**src/sv/irs_pkg.sv**
```systemverilog
// shared types, codes and helpers of the inverter run supervisor
package irs_pkg;

    localparam int FREQ_W  = 17;
    localparam int RATIO_W = 16;
    localparam int CUR_W   = 16;
    localparam int TRIP_W  = 15;
    localparam int CNT_W   = 4;
    localparam int OP_W    = 3;
    localparam int STATE_W = 3;
    localparam int CFG_IDX_W  = 3;
    localparam int CFG_DATA_W = 17;

    // operation codes
    localparam logic [OP_W-1:0] OP_TICK      = 3'd0;
    localparam logic [OP_W-1:0] OP_START     = 3'd1;
    localparam logic [OP_W-1:0] OP_STOP      = 3'd2;
    localparam logic [OP_W-1:0] OP_CLR_FAULT = 3'd3;
    localparam logic [OP_W-1:0] OP_SET_FREQ  = 3'd4;

    // run state codes
    localparam logic [STATE_W-1:0] ST_STOP      = 3'd0;
    localparam logic [STATE_W-1:0] ST_RAMP_DOWN = 3'd1;
    localparam logic [STATE_W-1:0] ST_RAMP_UP   = 3'd2;
    localparam logic [STATE_W-1:0] ST_RAMP_FREQ = 3'd3;
    localparam logic [STATE_W-1:0] ST_RUN       = 3'd4;

    // configuration register indexes
    localparam logic [CFG_IDX_W-1:0] CFG_RAMP_TICKS   = 3'd0;
    localparam logic [CFG_IDX_W-1:0] CFG_TRIP_CURRENT = 3'd1;
    localparam logic [CFG_IDX_W-1:0] CFG_TRIP_COUNT   = 3'd2;
    localparam logic [CFG_IDX_W-1:0] CFG_FREQ_LOW     = 3'd3;
    localparam logic [CFG_IDX_W-1:0] CFG_FREQ_HIGH    = 3'd4;

    localparam logic [RATIO_W-1:0] RAMP_TICKS_RST   = 16'd20000;
    localparam logic [TRIP_W-1:0]  TRIP_CURRENT_RST = 15'd5000;
    localparam logic [CNT_W-1:0]   TRIP_COUNT_RST   = 4'd3;
    localparam logic [FREQ_W-1:0]  FREQ_LOW_RST     = 17'd60000;
    localparam logic [FREQ_W-1:0]  FREQ_HIGH_RST    = 17'd120000;
    localparam logic [FREQ_W-1:0]  FREQ_RST         = 17'd120000;
    localparam logic [CNT_W-1:0]   OVER_MAX         = 4'd15;

    typedef struct packed {
        logic [RATIO_W-1:0] ramp_ticks;
        logic [TRIP_W-1:0]  trip_current;
        logic [CNT_W-1:0]   trip_count;
        logic [FREQ_W-1:0]  freq_low;
        logic [FREQ_W-1:0]  freq_high;
    } t_cfg;

    typedef struct packed {
        logic [OP_W-1:0]         operation;
        logic signed [CUR_W-1:0] phase_u_current;
        logic signed [CUR_W-1:0] phase_v_current;
        logic signed [CUR_W-1:0] phase_w_current;
        logic [FREQ_W-1:0]       requested_frequency;
    } t_item;

    // result fields apart from the phase angle, whose width follows the turn size
    typedef struct packed {
        logic [STATE_W-1:0] run_mode;
        logic               fault_flag;
        logic               output_enable;
        logic [RATIO_W-1:0] amplitude_ratio;
        logic [FREQ_W-1:0]  present_frequency;
        logic               cycle_done;
        logic               accepted;
    } t_result;

    // magnitude of a signed current sample, full negative maps to 32768
    function automatic logic [CUR_W-1:0] mag16(input logic [CUR_W-1:0] v);
        return v[CUR_W-1] ? (~v + 16'd1) : v;
    endfunction

endpackage

```
**src/sv/irs_cfg_regs.sv**
```systemverilog
// configuration register file of the inverter run supervisor
module irs_cfg_regs
    import irs_pkg::*;
(
    input  logic                  i_clk,
    input  logic                  i_rst_n,
    input  logic                  i_wr,
    input  logic [CFG_IDX_W-1:0]  i_index,
    input  logic [CFG_DATA_W-1:0] i_data,
    output t_cfg                  o_cfg
);

    t_cfg r_cfg;
    t_cfg n_cfg;

    always_comb begin
        n_cfg = r_cfg;
        if (i_wr) begin
            unique case (i_index)
                CFG_RAMP_TICKS:   n_cfg.ramp_ticks   = i_data[RATIO_W-1:0];
                CFG_TRIP_CURRENT: n_cfg.trip_current = i_data[TRIP_W-1:0];
                CFG_TRIP_COUNT:   n_cfg.trip_count   = i_data[CNT_W-1:0];
                CFG_FREQ_LOW:     n_cfg.freq_low     = i_data[FREQ_W-1:0];
                CFG_FREQ_HIGH:    n_cfg.freq_high    = i_data[FREQ_W-1:0];
                default:          n_cfg = r_cfg;
            endcase
        end
    end

    always_ff @(posedge i_clk) begin
        if (!i_rst_n) begin
            r_cfg.ramp_ticks   <= RAMP_TICKS_RST;
            r_cfg.trip_current <= TRIP_CURRENT_RST;
            r_cfg.trip_count   <= TRIP_COUNT_RST;
            r_cfg.freq_low     <= FREQ_LOW_RST;
            r_cfg.freq_high    <= FREQ_HIGH_RST;
        end else begin
            r_cfg <= n_cfg;
        end
    end

    assign o_cfg = r_cfg;

endmodule

```
**src/sv/irs_in_reg.sv**
```systemverilog
// input register stage holding one command or tick transaction
module irs_in_reg
    import irs_pkg::*;
(
    input  logic  i_clk,
    input  logic  i_rst_n,
    input  logic  i_valid,
    output logic  o_stall,
    input  t_item i_item,
    input  logic  i_take,
    output logic  o_valid,
    output t_item o_item
);

    logic  r_valid;
    t_item r_item;
    logic  load;

    assign o_stall = r_valid && !i_take;
    assign load    = i_valid && !o_stall;

    always_ff @(posedge i_clk) begin
        if (!i_rst_n) begin
            r_valid <= 1'b0;
        end else if (load) begin
            r_valid <= 1'b1;
        end else if (i_take) begin
            r_valid <= 1'b0;
        end
    end

    always_ff @(posedge i_clk) begin
        if (load) begin
            r_item <= i_item;
        end
    end

    assign o_valid = r_valid;
    assign o_item  = r_item;

endmodule

```
**src/sv/irs_core.sv**
```systemverilog
// supervisor state, per-transaction update logic and result register
module irs_core
    import irs_pkg::*;
#(
    parameter int PHASE_TURN = 40000000,
    localparam int PhaseW = $clog2(PHASE_TURN)
) (
    input  logic              i_clk,
    input  logic              i_rst_n,
    input  t_cfg              i_cfg,
    input  logic              i_valid,
    input  t_item             i_item,
    output logic              o_take,
    output logic              o_out_valid,
    input  logic              i_out_stall,
    output t_result           o_res,
    output logic [PhaseW-1:0] o_phase
);

    // quotient bits needed to reduce a frequency below one turn
    localparam int QuotW = $clog2((1 << FREQ_W) / PHASE_TURN + 1);
    localparam int DW    = FREQ_W + 1;
    localparam int SW    = PhaseW + 1;
    localparam logic [SW-1:0] TurnS = SW'(PHASE_TURN);

    logic               r_enabled;
    logic               r_stop_pending;
    logic               r_fault;
    logic [CNT_W-1:0]   r_over_count;
    logic [RATIO_W-1:0] r_ratio;
    logic [FREQ_W-1:0]  r_target;
    logic [FREQ_W-1:0]  r_actual;
    logic [PhaseW-1:0]  r_phase;

    logic               n_enabled;
    logic               n_stop_pending;
    logic               n_fault;
    logic [CNT_W-1:0]   n_over_count;
    logic [RATIO_W-1:0] n_ratio;
    logic [FREQ_W-1:0]  n_target;
    logic [FREQ_W-1:0]  n_actual;
    logic [PhaseW-1:0]  n_phase;

    logic               r_out_valid;
    t_result            r_res;
    logic [PhaseW-1:0]  r_res_phase;
    t_result            n_res;

    logic               fire;
    logic [CUR_W-1:0]   mag_u;
    logic [CUR_W-1:0]   mag_v;
    logic [CUR_W-1:0]   mag_w;
    logic [CUR_W-1:0]   mag_max;
    logic               over_now;
    logic [CNT_W-1:0]   over_tick;
    logic               trip;
    logic [FREQ_W-1:0]  slew_freq;
    logic [DW-1:0]      freq_rem;
    logic [FREQ_W-1:0]  freq_mod;
    logic [SW-1:0]      phase_sum;
    logic               sum_wrap;
    logic [SW-1:0]      phase_red;
    logic               tick_wrap;
    logic               freq_ok;
    logic               wrapped;
    logic               acc;

    assign fire   = i_valid && (!r_out_valid || !i_out_stall);
    assign o_take = fire;

    // overcurrent detect on the largest phase magnitude
    always_comb begin
        mag_u    = mag16(i_item.phase_u_current);
        mag_v    = mag16(i_item.phase_v_current);
        mag_w    = mag16(i_item.phase_w_current);
        mag_max  = (mag_u > mag_v) ? mag_u : mag_v;
        mag_max  = (mag_w > mag_max) ? mag_w : mag_max;
        over_now = mag_max > {1'b0, i_cfg.trip_current};
        if (!over_now) begin
            over_tick = '0;
        end else if (r_over_count == OVER_MAX) begin
            over_tick = OVER_MAX;
        end else begin
            over_tick = r_over_count + 4'd1;
        end
        trip = over_tick >= i_cfg.trip_count;
    end

    // frequency slew and phase advance with wrap
    always_comb begin
        if (r_target > r_actual) begin
            slew_freq = r_actual + 17'd1;
        end else if (r_target < r_actual) begin
            slew_freq = r_actual - 17'd1;
        end else begin
            slew_freq = r_actual;
        end
        freq_rem = DW'(slew_freq);
        for (int k = QuotW - 1; k >= 0; k--) begin
            if (freq_rem >= (DW'(PHASE_TURN) << k)) begin
                freq_rem = freq_rem - (DW'(PHASE_TURN) << k);
            end
        end
        freq_mod  = freq_rem[FREQ_W-1:0];
        phase_sum = SW'(r_phase) + SW'(freq_mod);
        sum_wrap  = phase_sum >= TurnS;
        phase_red = sum_wrap ? (phase_sum - TurnS) : phase_sum;
        tick_wrap = sum_wrap || (32'(slew_freq) >= 32'(PHASE_TURN));
    end

    assign freq_ok = (i_item.requested_frequency == i_cfg.freq_low) ||
                     (i_item.requested_frequency == i_cfg.freq_high);

    always_comb begin
        n_enabled      = r_enabled;
        n_stop_pending = r_stop_pending;
        n_fault        = r_fault;
        n_over_count   = r_over_count;
        n_ratio        = r_ratio;
        n_target       = r_target;
        n_actual       = r_actual;
        n_phase        = r_phase;
        wrapped        = 1'b0;
        acc            = 1'b0;
        unique case (i_item.operation)
            OP_TICK: begin
                if (r_enabled) begin
                    n_over_count = over_tick;
                    if (trip) begin
                        n_fault   = 1'b1;
                        n_enabled = 1'b0;
                        n_ratio   = '0;
                        n_actual  = r_target;
                    end else if (r_stop_pending && (r_ratio <= 16'd1)) begin
                        n_stop_pending = 1'b0;
                        n_enabled      = 1'b0;
                        n_ratio        = '0;
                        n_actual       = r_target;
                    end else begin
                        if (r_stop_pending) begin
                            n_ratio = r_ratio - 16'd1;
                        end else if (r_ratio < i_cfg.ramp_ticks) begin
                            n_ratio = r_ratio + 16'd1;
                        end
                        n_actual = slew_freq;
                        n_phase  = phase_red[PhaseW-1:0];
                        wrapped  = tick_wrap;
                    end
                end
            end
            OP_START: begin
                if (!r_fault && !r_enabled) begin
                    n_ratio        = '0;
                    n_stop_pending = 1'b0;
                    n_over_count   = '0;
                    n_phase        = '0;
                    n_enabled      = 1'b1;
                    acc            = 1'b1;
                end
            end
            OP_STOP: begin
                if (r_enabled && !r_fault) begin
                    n_stop_pending = 1'b1;
                    acc            = 1'b1;
                end
            end
            OP_CLR_FAULT: begin
                if (r_fault) begin
                    n_over_count = '0;
                    n_fault      = 1'b0;
                    acc          = 1'b1;
                end
            end
            OP_SET_FREQ: begin
                if (freq_ok) begin
                    n_target = i_item.requested_frequency;
                    if (!r_enabled) begin
                        n_actual = i_item.requested_frequency;
                    end
                    acc = 1'b1;
                end
            end
            default: begin
                acc = 1'b0;
            end
        endcase
    end

    always_comb begin
        priority if (!n_enabled) begin
            n_res.run_mode = ST_STOP;
        end else if (n_stop_pending) begin
            n_res.run_mode = ST_RAMP_DOWN;
        end else if (n_ratio < i_cfg.ramp_ticks) begin
            n_res.run_mode = ST_RAMP_UP;
        end else if (n_actual != n_target) begin
            n_res.run_mode = ST_RAMP_FREQ;
        end else begin
            n_res.run_mode = ST_RUN;
        end
        n_res.fault_flag        = n_fault;
        n_res.output_enable     = n_enabled;
        n_res.amplitude_ratio   = n_ratio;
        n_res.present_frequency = n_actual;
        n_res.cycle_done        = wrapped;
        n_res.accepted          = acc;
    end

    always_ff @(posedge i_clk) begin
        if (!i_rst_n) begin
            r_enabled      <= 1'b0;
            r_stop_pending <= 1'b0;
            r_fault        <= 1'b0;
            r_over_count   <= '0;
            r_ratio        <= '0;
            r_target       <= FREQ_RST;
            r_actual       <= FREQ_RST;
            r_phase        <= '0;
        end else if (fire) begin
            r_enabled      <= n_enabled;
            r_stop_pending <= n_stop_pending;
            r_fault        <= n_fault;
            r_over_count   <= n_over_count;
            r_ratio        <= n_ratio;
            r_target       <= n_target;
            r_actual       <= n_actual;
            r_phase        <= n_phase;
        end
    end

    always_ff @(posedge i_clk) begin
        if (!i_rst_n) begin
            r_out_valid <= 1'b0;
        end else if (fire) begin
            r_out_valid <= 1'b1;
        end else if (!i_out_stall) begin
            r_out_valid <= 1'b0;
        end
    end

    always_ff @(posedge i_clk) begin
        if (fire) begin
            r_res       <= n_res;
            r_res_phase <= n_phase;
        end
    end

    assign o_out_valid = r_out_valid;
    assign o_res       = r_res;
    assign o_phase     = r_res_phase;

endmodule

```
**src/sv/inverter_run_supervisor.sv**
```systemverilog
// top level of the inverter run supervisor
//
// usage notes
// - input channel: one transaction per command or control tick, taken on a rising
//   edge with i_in_valid high and o_in_stall low; operation selects tick, start,
//   stop, clear fault or set frequency, the currents count on a tick only
// - output channel: exactly one result transaction per input transaction, in order,
//   delivered on a rising edge with o_out_valid high and i_out_stall low
// - configuration: i_cfg_index / i_cfg_data written while i_cfg_valid and
//   o_cfg_ready are high; ready is always high, write only while the block is idle
// - path: a transaction is held in the input register, then passes through the update
//   logic into the result register, which drives the outputs
// - throughput: one transaction per clock unless the receiver stalls; the state update is a
//   single pass of compare, increment and a short wrap reduction of the phase accumulator
// - a receiver stall holds the result register; the input register still takes one
//   more transaction, after which o_in_stall rises until the result is taken
// - reset (synchronous, active low): outputs disabled, no fault, ratio and phase
//   zero, target and present frequency at 120000, registers at their default values
module inverter_run_supervisor
    import irs_pkg::*;
#(
    parameter int PHASE_TURN = 40000000,
    localparam int PhaseW = $clog2(PHASE_TURN)
) (
    input  logic                  i_clk,
    input  logic                  i_rst_n,
    // input channel
    input  logic                  i_in_valid,
    output logic                  o_in_stall,
    input  logic [OP_W-1:0]       i_operation,
    input  logic signed [CUR_W-1:0] i_phase_u_current,
    input  logic signed [CUR_W-1:0] i_phase_v_current,
    input  logic signed [CUR_W-1:0] i_phase_w_current,
    input  logic [FREQ_W-1:0]     i_requested_frequency,
    // output channel
    output logic                  o_out_valid,
    input  logic                  i_out_stall,
    output logic [STATE_W-1:0]    o_run_mode,
    output logic                  o_fault_flag,
    output logic                  o_output_enable,
    output logic [RATIO_W-1:0]    o_amplitude_ratio,
    output logic [FREQ_W-1:0]     o_present_frequency,
    output logic [PhaseW-1:0]     o_phase_angle,
    output logic                  o_cycle_done,
    output logic                  o_accepted,
    // configuration write channel
    input  logic                  i_cfg_valid,
    output logic                  o_cfg_ready,
    input  logic [CFG_IDX_W-1:0]  i_cfg_index,
    input  logic [CFG_DATA_W-1:0] i_cfg_data
);

    t_cfg    cfg;
    t_item   in_item;
    t_item   stage_item;
    logic    stage_valid;
    logic    stage_take;
    t_result res;

    // registers accept a write on every cycle
    assign o_cfg_ready = 1'b1;

    irs_cfg_regs u_cfg_regs (
        .i_clk   (i_clk),
        .i_rst_n (i_rst_n),
        .i_wr    (i_cfg_valid && o_cfg_ready),
        .i_index (i_cfg_index),
        .i_data  (i_cfg_data),
        .o_cfg   (cfg)
    );

    // pack the payload ports into one transaction
    always_comb begin
        in_item.operation           = i_operation;
        in_item.phase_u_current     = i_phase_u_current;
        in_item.phase_v_current     = i_phase_v_current;
        in_item.phase_w_current     = i_phase_w_current;
        in_item.requested_frequency = i_requested_frequency;
    end

    irs_in_reg u_in_reg (
        .i_clk   (i_clk),
        .i_rst_n (i_rst_n),
        .i_valid (i_in_valid),
        .o_stall (o_in_stall),
        .i_item  (in_item),
        .i_take  (stage_take),
        .o_valid (stage_valid),
        .o_item  (stage_item)
    );

    // state update and result register; a transaction moves on when the result
    // register is empty or being emptied
    irs_core #(
        .PHASE_TURN (PHASE_TURN)
    ) u_core (
        .i_clk       (i_clk),
        .i_rst_n     (i_rst_n),
        .i_cfg       (cfg),
        .i_valid     (stage_valid),
        .i_item      (stage_item),
        .o_take      (stage_take),
        .o_out_valid (o_out_valid),
        .i_out_stall (i_out_stall),
        .o_res       (res),
        .o_phase     (o_phase_angle)
    );

    assign o_run_mode          = res.run_mode;
    assign o_fault_flag        = res.fault_flag;
    assign o_output_enable     = res.output_enable;
    assign o_amplitude_ratio   = res.amplitude_ratio;
    assign o_present_frequency = res.present_frequency;
    assign o_cycle_done        = res.cycle_done;
    assign o_accepted          = res.accepted;

endmodule

```
**config.mk**
```make
export PLATFORM = sky130hd
export DESIGN_NAME = inverter_run_supervisor
export DESIGN_NICKNAME = d
export VERILOG_FILES = /design/src/sv/irs_pkg.sv /design/src/sv/irs_cfg_regs.sv /design/src/sv/irs_in_reg.sv /design/src/sv/irs_core.sv /design/src/sv/inverter_run_supervisor.sv
export SDC_FILE = /design/constraint.sdc
export NUM_CORES = 1
export LEC_CHECK = 0
export BUFFER_PORTS_ARGS = -buffer_cell sky130_fd_sc_hd__buf_2
export CORE_ASPECT_RATIO = 1.2
export CORE_UTILIZATION = 36
export DETAILED_ROUTE_END_ITERATION = 12
export SYNTH_ARGS = -nofsm -noshare
export SYNTH_HDL_FRONTEND = slang
export SYNTH_SLANG_ARGS = --single-unit
```
**constraint.sdc**
```tcl
create_clock -name i_clk -period 12.7 [get_ports i_clk]
set_input_delay 1.905 -clock i_clk [delete_from_list [all_inputs] [get_ports i_clk]]
set_output_delay 1.905 -clock i_clk [all_outputs]
set_load 0.01 [all_outputs]
```
[Word-level counts from Yosys, hierarchy flattened]
Index checks and enable logic that the tools add are counted.
Storage, ports and cells
  bits in registers: 288
  output and inout bits: 69
Operators by class
  $add $sub $neg: 10
  order comparisons: 10
  equal/unequal tests: 16
  mux-type cells: 60
  bitwise gates (word level): 6
  reduce and logical (&&, ||, !) cells: 27
Operators with widths (number)
  16-bit two-way mux: 11
  17-bit two-way mux: 9
  26-bit two-way mux: 5
  16-bit by 1-bit adder with 16-bit output (second input constant): 4
  26-bit one-hot mux with 2 select lines: 1
  16-bit NOT: 3
  17-bit == test: 2
  17-bit one-hot mux with 2 select lines: 1
  16-bit greater-than comparator: 2
  16-bit < comparator: 2
  16-bit one-hot mux with 2 select lines: 1
  26-bit by 17-bit adder with 27-bit output: 1
  27-bit by 26-bit >= comparator with 1-bit output (second input constant): 1
  26-bit subtractor (second input constant): 1
  1-bit two-way mux: 20
  4-bit two-way mux: 5
  17-bit by 1-bit adder with 17-bit output (second input constant): 1
  17-bit greater-than comparator: 1
  17-bit < comparator: 1
  17-bit != test: 1
  17-bit by 1-bit subtractor with 17-bit output (second input constant): 1
  16-bit by 15-bit greater-than comparator with 1-bit output: 1
  16-bit by 1-bit <= comparator with 1-bit output (second input constant): 1
  16-bit by 1-bit subtractor with 16-bit output (second input constant): 1
  other kinds (25): 52

[Longest topological paths before layout]
Gate-level depths: netlist of run 1.
  word-level depth: 17
  depth in mapped cells: 66
  gate-level depth less buffers: 62

[Modules after synthesis]
A second synthesis of run 1 with hierarchy kept.
Unflattened totals
  cells, all modules: 2159
  area, all modules: 19269.7 um^2
By module, submodules not included
  irs_core: instances 1, cells each 1819, area each 14422.6 um^2, sequential area each 3663.5 um^2
  irs_cfg_regs: instances 1, cells each 266, area each 2746.4 um^2, sequential area each 1381.3 um^2
  irs_in_reg: instances 1, cells each 72, area each 2089.5 um^2, sequential area each 2062.0 um^2
  inverter_run_supervisor: instances 1, cells each 2, area each 11.3 um^2, sequential area each 0.0 um^2

[Worst setup path before layout of run 1]
OpenSTA, ideal clock, no wires.
  path type: flip-flop to flip-flop
  start: reg u_in_reg.r_item, in the netlist u_in_reg.o_item[38]
  end: reg u_core.r_res, in the netlist u_core.o_res[37] (data pin)
  library setup time: 0.267 ns
  data arrival time: 11.260 ns
  data required time: 12.433 ns
  setup slack: 1.172 ns
  cell stages (with the launch flop): 61
  buffers on the path: 5
  period minus slack after synthesis: 11.528 ns
  cell sequence: edfxtp_1 or4_1 or3_1 or4_1 o31ai_1 xor2_1 ha_1 nand4_1 nor2_1 a21oi_1 nand2_1 a211o_1 o21ai_1 clkbuf_1 nand2_1 o21ai_0 ha_1 nor2b_1 [25 not listed] a21oi_1 o211ai_1 nor2_1 clkbuf_1 buf_1 a21oi_1 o22ai_1 ha_1 a21o_1 a21o_1 a21oi_1 nor2b_1 o21ai_0 nand2b_1 nor3_1 a21oi_1 a21bo_1 a21boi_1
RTL lines
  from (decl): RTL line irs_in_reg.sv:16  | t_item r_item;
  from (signal assigned): RTL line irs_in_reg.sv:34  | r_item <= i_item;
  16-bit NOT: RTL line irs_pkg.sv:72  | return v[CUR_W-1] ? (~v + 16'd1) : v;
  16-bit by 1-bit adder with 16-bit output: RTL line irs_pkg.sv:72
  16-bit two-way mux *: RTL line irs_pkg.sv:72
  16-bit greater-than comparator: RTL line irs_core.sv:76  | mag_max = (mag_u > mag_v) ? mag_u : mag_v;
  16-bit two-way mux *: RTL line irs_core.sv:76
  16-bit greater-than comparator: RTL line irs_core.sv:77  | mag_max = (mag_w > mag_max) ? mag_w : mag_max;
  16-bit two-way mux *: RTL line irs_core.sv:77
  16-bit by 15-bit greater-than comparator with 1-bit output *: RTL line irs_core.sv:78  | over_now = mag_max > {1'b0, i_cfg.trip_current};
  4-bit two-way mux *: RTL line irs_core.sv:79  | if (!over_now) begin
  4-bit >= comparator *: RTL line irs_core.sv:86  | trip = over_tick >= i_cfg.trip_count;
  16-bit two-way mux *: RTL line irs_core.sv:129  | if (trip) begin
  16-bit two-way mux *: RTL line irs_core.sv:127  | if (r_enabled) begin
  16-bit one-hot mux with 2 select lines *: RTL line irs_core.sv:125  | unique case (i_item.operation)
  net u_core.n_ratio[11]: RTL line irs_core.sv:39  | logic [RATIO_W-1:0] n_ratio;
  16-bit < comparator *: RTL line irs_core.sv:194  | end else if (n_ratio < i_cfg.ramp_ticks) begin
  2-bit two-way mux *: RTL line irs_core.sv:194
  1-bit two-way mux *: RTL line irs_core.sv:192  | end else if (n_stop_pending) begin
  to (signal assigned): RTL line irs_core.sv:243  | r_res <= n_res;
  to (decl): RTL line irs_core.sv:45  | t_result r_res;
Mark *: on every way through the listed nets, which the timed path passes. The rest lies on a longest branch.
A chain may end at the register's enable or synchronous reset.

[Final worst setup path of run 1]
Same ends and word-level chain as after synthesis.

==> results.txt, run 1 <==
Metal2 WL -> 29800 um
Number of DRC markers in iteration 0 -> 1184
Worst hold start -> u_cfg_regs.o_cfg[44]$_SDFFE_PN0P_
Global-route usage over all layers -> 22.9%
CTS Hold Bufs -> 0
Syn Std Cell Area -> 18700 um2
First-pass GRT wire length -> 93900 um
Post-Route WL -> 61200 um
TritonCTS Sinks -> 288
Slowest CP cell -> or4_1
Syn Area/Cell -> 8.54 um2
RSZ-0062 raised after global routing -> false
Crit Path Class -> flop to flop
Initial Util -> 36.4%
Largest area contributor in the netlist -> edfxtp_1
Die area -> 52900 um2
Crit path required time -> 12970 ps
CP arrival -> 12120 ps
DR DRC count -> 0
Final Hold Viols -> 0
Max Freq -> 84.4 MHz
Synth top area share -> 21.5%
Clk Latency, worst-skew pair -> 560 ps
Die H -> 252 um
Register area -> 7110 um2
Placed inst area -> 20100 um2
Share of cells above drive strength 1 -> 12.1%
Pin count of the biggest net entering global routing -> 76
P&R area growth vs syn -> 14.6%
GP Congestion -> 0.936
Maximum VDD drop -> 0.109 mV
Final Instance Area -> 21400 um2
Relative slew margins -> 29.4%
CP dominant cell by count -> o21a_1
Max Slew Vio Count -> 0
Routed wl met3 -> 3750 um
CP max stage delay -> 590 ps
CP endpoint kind -> flop
WHS Endpoint -> u_cfg_regs.o_cfg[44]$_SDFFE_PN0P_
Max cap viols -> 0
Worst reg2reg endpoint -> u_core.o_res[37]$_SDFFCE_PP0P_
Total Nets Final -> 2519
Synthesis-stage register bit count -> 288
Cell with the most instances after synthesis -> nand2_1
Post-Syn Nets -> 2410
Synth unique cells -> 90
Pre-antenna DRT Iters -> 7
Worst Tran Pin Value -> 1060 ps
Clock-pin slew on the worst setup and hold paths -> 60 ps
Post-synthesis sequential area ratio -> 38.0%
Max clock buf depth -> 3
R2r setup slk -> 850 ps
Fin Hold WS -> 459 ps
Grt ovf -> 0
Via density -> 5.56
Synth top area cells -> edfxtp_1, dfxtp_1, ha_1
Buffers on Ports -> 160
Final TNS setup -> 0 ps
Core box area -> 51400 um2
Worst-path fanout max -> 28
Final setup fails -> 0
Crit share post-route -> 93.3%
Run status -> complete, no violations
Num ports -> 162
Commonest cells post-synth -> nand2_1, dfxtp_1, nor2_1
Post-synth EDFFs -> 134
Ys flop type -> dfxtp_1
R2r startpoint -> u_in_reg.o_item[38]$_DFFE_PP_
Hold Path Class -> flop to flop
Met1 wire length -> 25000 um
Post-route ant nets -> 0
P per Cell Area -> 125 nW/um2
Path depth of the worst reg2reg path -> 56
DP Cell Count -> 2957
Initial antenna violation count -> 15
Vias in the first global route -> 16200
Final Core Density -> 41.8%
Total number of vias -> 16800
Synthesized instance count -> 2191
Pleak -> 8.62 nW
Detailed Place HPWL -> 46500 um
Inserted Clock Buffers -> 36
Filler cells -> 5152
CTS HTree Levels -> 2
Num rows -> 91
TritonCTS clock tree -> yes
Synth Warn # -> 0
Finished Layout Cells -> 3029
DR WL/cell -> 20.2 um
Top Metal Used -> met5
Async S/R FF share, synth -> 0%
CP startpoint kind -> flop
Min Tclk post-route -> 11850 ps
Area of the multi-input gates -> 10800 um2
Root buffer cell -> clkbuf_16
DIE WIDTH -> 210 um
Final Skew -> 23.9 ps
Hold path depth -> 2
## metrics by stage
stage / total power, mW / setup WS, ps
global placement: 1.58 / 607
detailed placement: 1.59 / 279
CTS: 2.70 / 249
finish: 2.68 / 852
floorplan: 1.43 / 1170
global route: 2.81 / 9.84
## worst max-delay path: cells and delay by family (launching register included)
| kind | cells | cell delay [ps] |
|---|---|---|
| buf+inv | 2 | 490 |
| flops | 1 | 420 |
| xor+xnor | 1 | 220 |
| fa+ha+maj | 5 | 1400 |
| simple gates | 14 | 2610 |
| compound gates | 34 | 6430 |
## placed cells by master, fill, tap and decap left out, drive strengths merged, types with 35 or more instances in the layout
cell,count
a21oi,140
a21o,35
nor2,143
buf,184
inv,98
nand3,58
dfxtp,154
mux2i,41
xnor2,55
clkbuf,39
nor3,64
o21ai,133
ha,125
edfxtp,134
xor2,52
nand2,349
## layer usage
layer  vias up  track usage [%]
li1       8241                -
met1      7902             27.2
met2       535             39.9
met3       146             4.63
met4        22             9.86
met5         -                0
## repair_timing
action | 4_1_cts | 5_1_grt
endpoints found under the setup margin | 0 | 3
setup buffers | 0 | 2
resized for setup | 0 | 7
## power by group
group | switching (mW) | internal (mW)
Sequential | 0.0427 | 1.01
Combinational | 0.324 | 0.207
Clock | 0.429 | 0.668
## cell families after synthesis
| family | share of synthesized area, % |
|---|---|
| simple gates | 20.9 |
| compound gates | 20.9 |
| flops | 38.0 |
| buf+inv | 4.29 |
| fa+ha+maj | 8.47 |
| xor+xnor | 5.01 |
| mux | 2.37 |
| other cells | 0.0200 |
## how the worst max path moves through the flow
stage                                       start                        endpoint  slack [ps]  depth (start not counted)
floorplan           u_in_reg.o_item[38]$_DFFE_PP_  u_core.o_res[37]$_SDFFCE_PP0P_        1170                         60
global placement    u_in_reg.o_item[38]$_DFFE_PP_  u_core.o_res[37]$_SDFFCE_PP0P_         610                         56
detailed placement  u_in_reg.o_item[38]$_DFFE_PP_  u_core.o_res[37]$_SDFFCE_PP0P_         280                         55
CTS                 u_in_reg.o_item[38]$_DFFE_PP_  u_core.o_res[37]$_SDFFCE_PP0P_         250                         55
global route        u_in_reg.o_item[36]$_DFFE_PP_  u_core.o_res[37]$_SDFFCE_PP0P_          10                         58
finish              u_in_reg.o_item[38]$_DFFE_PP_  u_core.o_res[37]$_SDFFCE_PP0P_         850                         56
## area by class of cell
class                      count  area share (%)
antenna                        5          0.0583
clock buffer                  39            4.25
clock inverter                26            1.60
inverter                      97            1.72
multi-input combinational   1693            50.6
sequential                   288            33.1
tap                          697            4.07
timing repair buffer         184            4.59
## flip-flops by register name, indices dropped and copies added (netlist names), 4 cells and up
name                 cells
u_cfg_regs.o_cfg        69
u_in_reg.o_item         68
u_core.o_res            40
u_core.o_phase          26
u_core.r_phase          26
u_core.r_actual         17
u_core.r_target         17
u_core.r_ratio          16
u_core.r_over_count      4
(Power assumes the default switching activity.)
==> run 2: changes to the inputs <==
- ABC_AREA: not set -> 1
==> run 2 against run 1 <==
Against the previous run:
- setup slack gained 740 ps
- final cell count rose by 24%
- via count increased by 13%
- largest power group is now registers
==> results.txt, run 2 <==
Seq pwr share -> 34.5% (-4.8 points)
Worst reg2reg endpoint -> u_core.o_res[39]$_SDFFCE_PP0P_
Path depth of the worst reg2reg path -> 58 (+3.6%)
Die area -> 56500 um2 (+6.8%)
Commonest non-fill, non-tap cell in the layout -> nand2_1
Total Nets Final -> 3230 (+28%)
Num rows -> 94 (+3.3%)
Fin Hold WS -> 467 ps (+7.57 ps)
Max clock buf depth -> 3 (unchanged)
Most frequent cells in the layout -> nand2_1, inv_1, a21oi_1
Initial Util -> 36.5% (about the same)
Crit Path Class -> flop to flop
Pre-antenna DRT Iters -> 7 (unchanged)
Ys flop type -> dfxtp_1
Pleak -> 10.8 nW (+25%)
Syn Std Cell Area -> 20000 um2 (+6.8%)
CP top delay family -> compound AO/OA/AOI/OAI gates
Root buffer cell -> clkbuf_16
CTS Hold Bufs -> 0 (unchanged)
First-pass GRT wire length -> 98400 um (+4.8%)
Post-CTS sizing -> 0 (unchanged)
Area of the multi-input gates -> 10900 um2 (+0.67%)
Inserted Clock Buffers -> 36 (unchanged)
Vias in the first global route -> 18100 (+11%)
P&R area growth vs syn -> 13.3%
Final TNS setup -> 0 ps (unchanged)
DIE WIDTH -> 217 um (+3.3%)
Power share of the clock group -> 34.6% (-6.3 points)
Maximum VDD drop -> 0.109 mV (+0.39%)
Relative slew margins -> 38.6% (+9.2 points)
Post-CTS Setup Bufs -> 0 (unchanged)
Min Tclk post-route -> 11110 ps (-740 ps)
GP Congestion -> 0.937 (about the same)
DR DRC count -> 0 (unchanged)
Global-route usage over all layers -> 22.3% (-0.64 points)
Post-Syn Nets -> 3124 (+30%)
Num ports -> 162 (unchanged)
Hold Path Class -> flop to flop
Final Skew -> 22.8 ps (-1.04 ps)
Switching portion of total power -> 36.1% (+6.5 points)
CP max stage delay -> 610 ps (+20 ps)
CP startpoint kind -> flop
Hold path depth -> 2 (unchanged)
Clock-pin slew on the worst setup and hold paths -> 60 ps (about the same)
Synth top area cells -> edfxtp_1, dfxtp_1, nand2_1
DR WL/cell -> 16.9 um (-16%)
Pin count of the biggest net entering global routing -> 118 (+55%)
Initial antenna violation count -> 10 (-5)
Post-Route WL -> 63500 um (+3.7%)
Via density -> 5.07 (-8.9%)
Max Slew Vio Count -> 0 (unchanged)
Design internal power -> 2.00 mW (+6.2%)
Synthesis-stage register bit count -> 288 (unchanged)
DP Cell Count -> 3693 (+25%)
CP arrival -> 11410 ps (-710 ps)
Cell with the most instances after synthesis -> nand2_1
Grt ovf -> 0 (unchanged)
Syn Area/Cell -> 6.88 um2 (-19%)
Worst hold start -> u_core.r_over_count[3]$_SDFFE_PN0P_
Finished Layout Cells -> 3761 (+24%)
Crit share post-route -> 87.5% (-5.8 points)
Final Hold Viols -> 0 (unchanged)
Detailed Place HPWL -> 48400 um (+4.0%)
Core box area -> 54800 um2 (+6.7%)
Register area -> 7110 um2 (unchanged)
Share of cells above drive strength 1 -> 9.02% (-3.1 points)
R2r startpoint -> u_in_reg.o_item[49]$_DFFE_PP_
CP dominant cell by count -> nand2_1
Filler cells -> 5917 (+15%)
Largest register FFs -> 69 (unchanged)
TritonCTS Sinks -> 288 (unchanged)
Post-synthesis sequential area ratio -> 35.6% (-2.4 points)
Async S/R FF share, synth -> 0% (unchanged)
Max cap viols -> 0 (unchanged)
Synth Warn # -> 0 (unchanged)
Clk Latency, worst-skew pair -> 560 ps (about the same)
R2r setup slk -> 1590 ps (+740 ps)
Run status -> complete, no violations
Synth unique cells -> 49 (-46%)
Slowest CP cell -> o21ai_0
TritonCTS clock tree -> yes
Crit path required time -> 13010 ps (+40 ps)
CP endpoint kind -> flop
Total number of vias -> 19100 (+13%)
Largest area contributor in the netlist -> edfxtp_1
Die H -> 260 um (+3.3%)
Post-route ant nets -> 0 (unchanged)
Worst-path fanout max -> 32 (+14%)
Synth top area share -> 20.1% (-1.4 points)
Post-synth EDFFs -> 134 (unchanged)
Synthesized instance count -> 2905 (+33%)
Combinational Power Share -> 30.9% (+11 points)
Worst path buffer plus inverter count -> 10 (+8)
RSZ-0062 raised after global routing -> false
Number of DRC markers in iteration 0 -> 1303 (+10%)
Commonest cells post-synth -> nand2_1, inv_1, a21oi_1
Buffers on Ports -> 160 (unchanged)
Worst Tran Pin Value -> 919 ps (-137 ps)
Net Sw Power -> 1.13 mW (+43%)
Max Freq -> 90.0 MHz (+6.7%)
P per Cell Area -> 139 nW/um2 (+11%)
Final setup fails -> 0 (unchanged)
CTS HTree Levels -> 2 (unchanged)
WHS Endpoint -> u_core.r_over_count[3]$_SDFFE_PN0P_
==> run 2: cell count changes after synthesis, sizes merged, moves of 41 or more <==
cell   previous run  this run
inv              96       396
nand2           349       772
o21ai           133       263
nand3            58       184
mux2i            41         0
a21oi           140       266
nor2            143       227
==> run 2: cells by family (layout without fill, tap and decap cells) <==
group	count (synthesis)	in the layout	synth area share, %
AND/OR/NAND/NOR	1291	1291	26.9
other	1	3	0.0188
adder cells (fa/ha/maj)	126	126	7.93
flip-flops	288	288	35.6
buffers and inverters	513	647	9.87
XOR/XNOR	95	95	4.16
AO/OA/AOI/OAI	591	591	15.5
==> run 2: area by class of cell <==
type	count	area share, %
multi-input combinational	2104	48.2
sequential	288	31.4
inverter	404	6.70
clock buffer	52	4.71
timing repair buffer	177	4.16
tap	720	3.98
clock inverter	14	0.807
antenna	2	0.0221
==> run 2: per-layer routing <==
layer | routed length, um | global-route usage [%]
met1 | 26400 | 26.3
met2 | 31000 | 39.5
met5 | 100 | 0
met3 | 3460 | 4.08
met4 | 2490 | 9.06
==> run 2: through the flow <==
| stage | util [%] | power [mW] | setup WS, ps | cell area, um2 |
|---|---|---|---|---|
| 2_1_floorplan | - | 1.78 | 3580 | 20000 |
| 3_3_place_gp | 39.0 | 2.06 | 1820 | 21400 |
| 3_5_place_dp | 39.0 | 2.06 | 1670 | 21400 |
| 4_1_cts | 41.3 | 3.17 | 1660 | 22600 |
| 5_1_grt | 41.3 | 3.34 | 300 | 22600 |
| 6_report | 41.3 | 3.14 | 1590 | 22600 |
==> run 2: power by group through the flow <==
stage / combinational (mW) / sequential [mW] / clock, mW
after floorplan: 0.697 / 1.08 / 0
final: 0.970 / 1.08 / 1.08
after global routing: 1.10 / 1.09 / 1.15
after global placement: 0.961 / 1.10 / 0
after detailed placement: 0.963 / 1.10 / 0
after CTS: 0.969 / 1.08 / 1.12
==> run 2: worst max-delay path by stage <==
stage | startpoint | end | cells after the start
2_1_floorplan | u_in_reg.o_item[49]$_DFFE_PP_ | u_core.o_res[39]$_SDFFCE_PP0P_ | 62
3_3_place_gp | u_in_reg.o_item[49]$_DFFE_PP_ | u_core.o_res[39]$_SDFFCE_PP0P_ | 58
3_5_place_dp | u_in_reg.o_item[49]$_DFFE_PP_ | u_core.o_res[39]$_SDFFCE_PP0P_ | 59
4_1_cts | u_in_reg.o_item[49]$_DFFE_PP_ | u_core.o_res[39]$_SDFFCE_PP0P_ | 58
5_1_grt | u_in_reg.o_item[49]$_DFFE_PP_ | u_core.o_res[37]$_SDFFCE_PP0P_ | 60
6_report | u_in_reg.o_item[49]$_DFFE_PP_ | u_core.o_res[39]$_SDFFCE_PP0P_ | 58
==> run 2: worst min-delay path: cells and delay by family (launching register included) <==
| family | cells | cell delay [ps] |
|---|---|---|
| and+or+nand+nor | 1 | 60 |
| AOI/OAI and AO/OA | 1 | 50 |
| DFF | 1 | 310 |
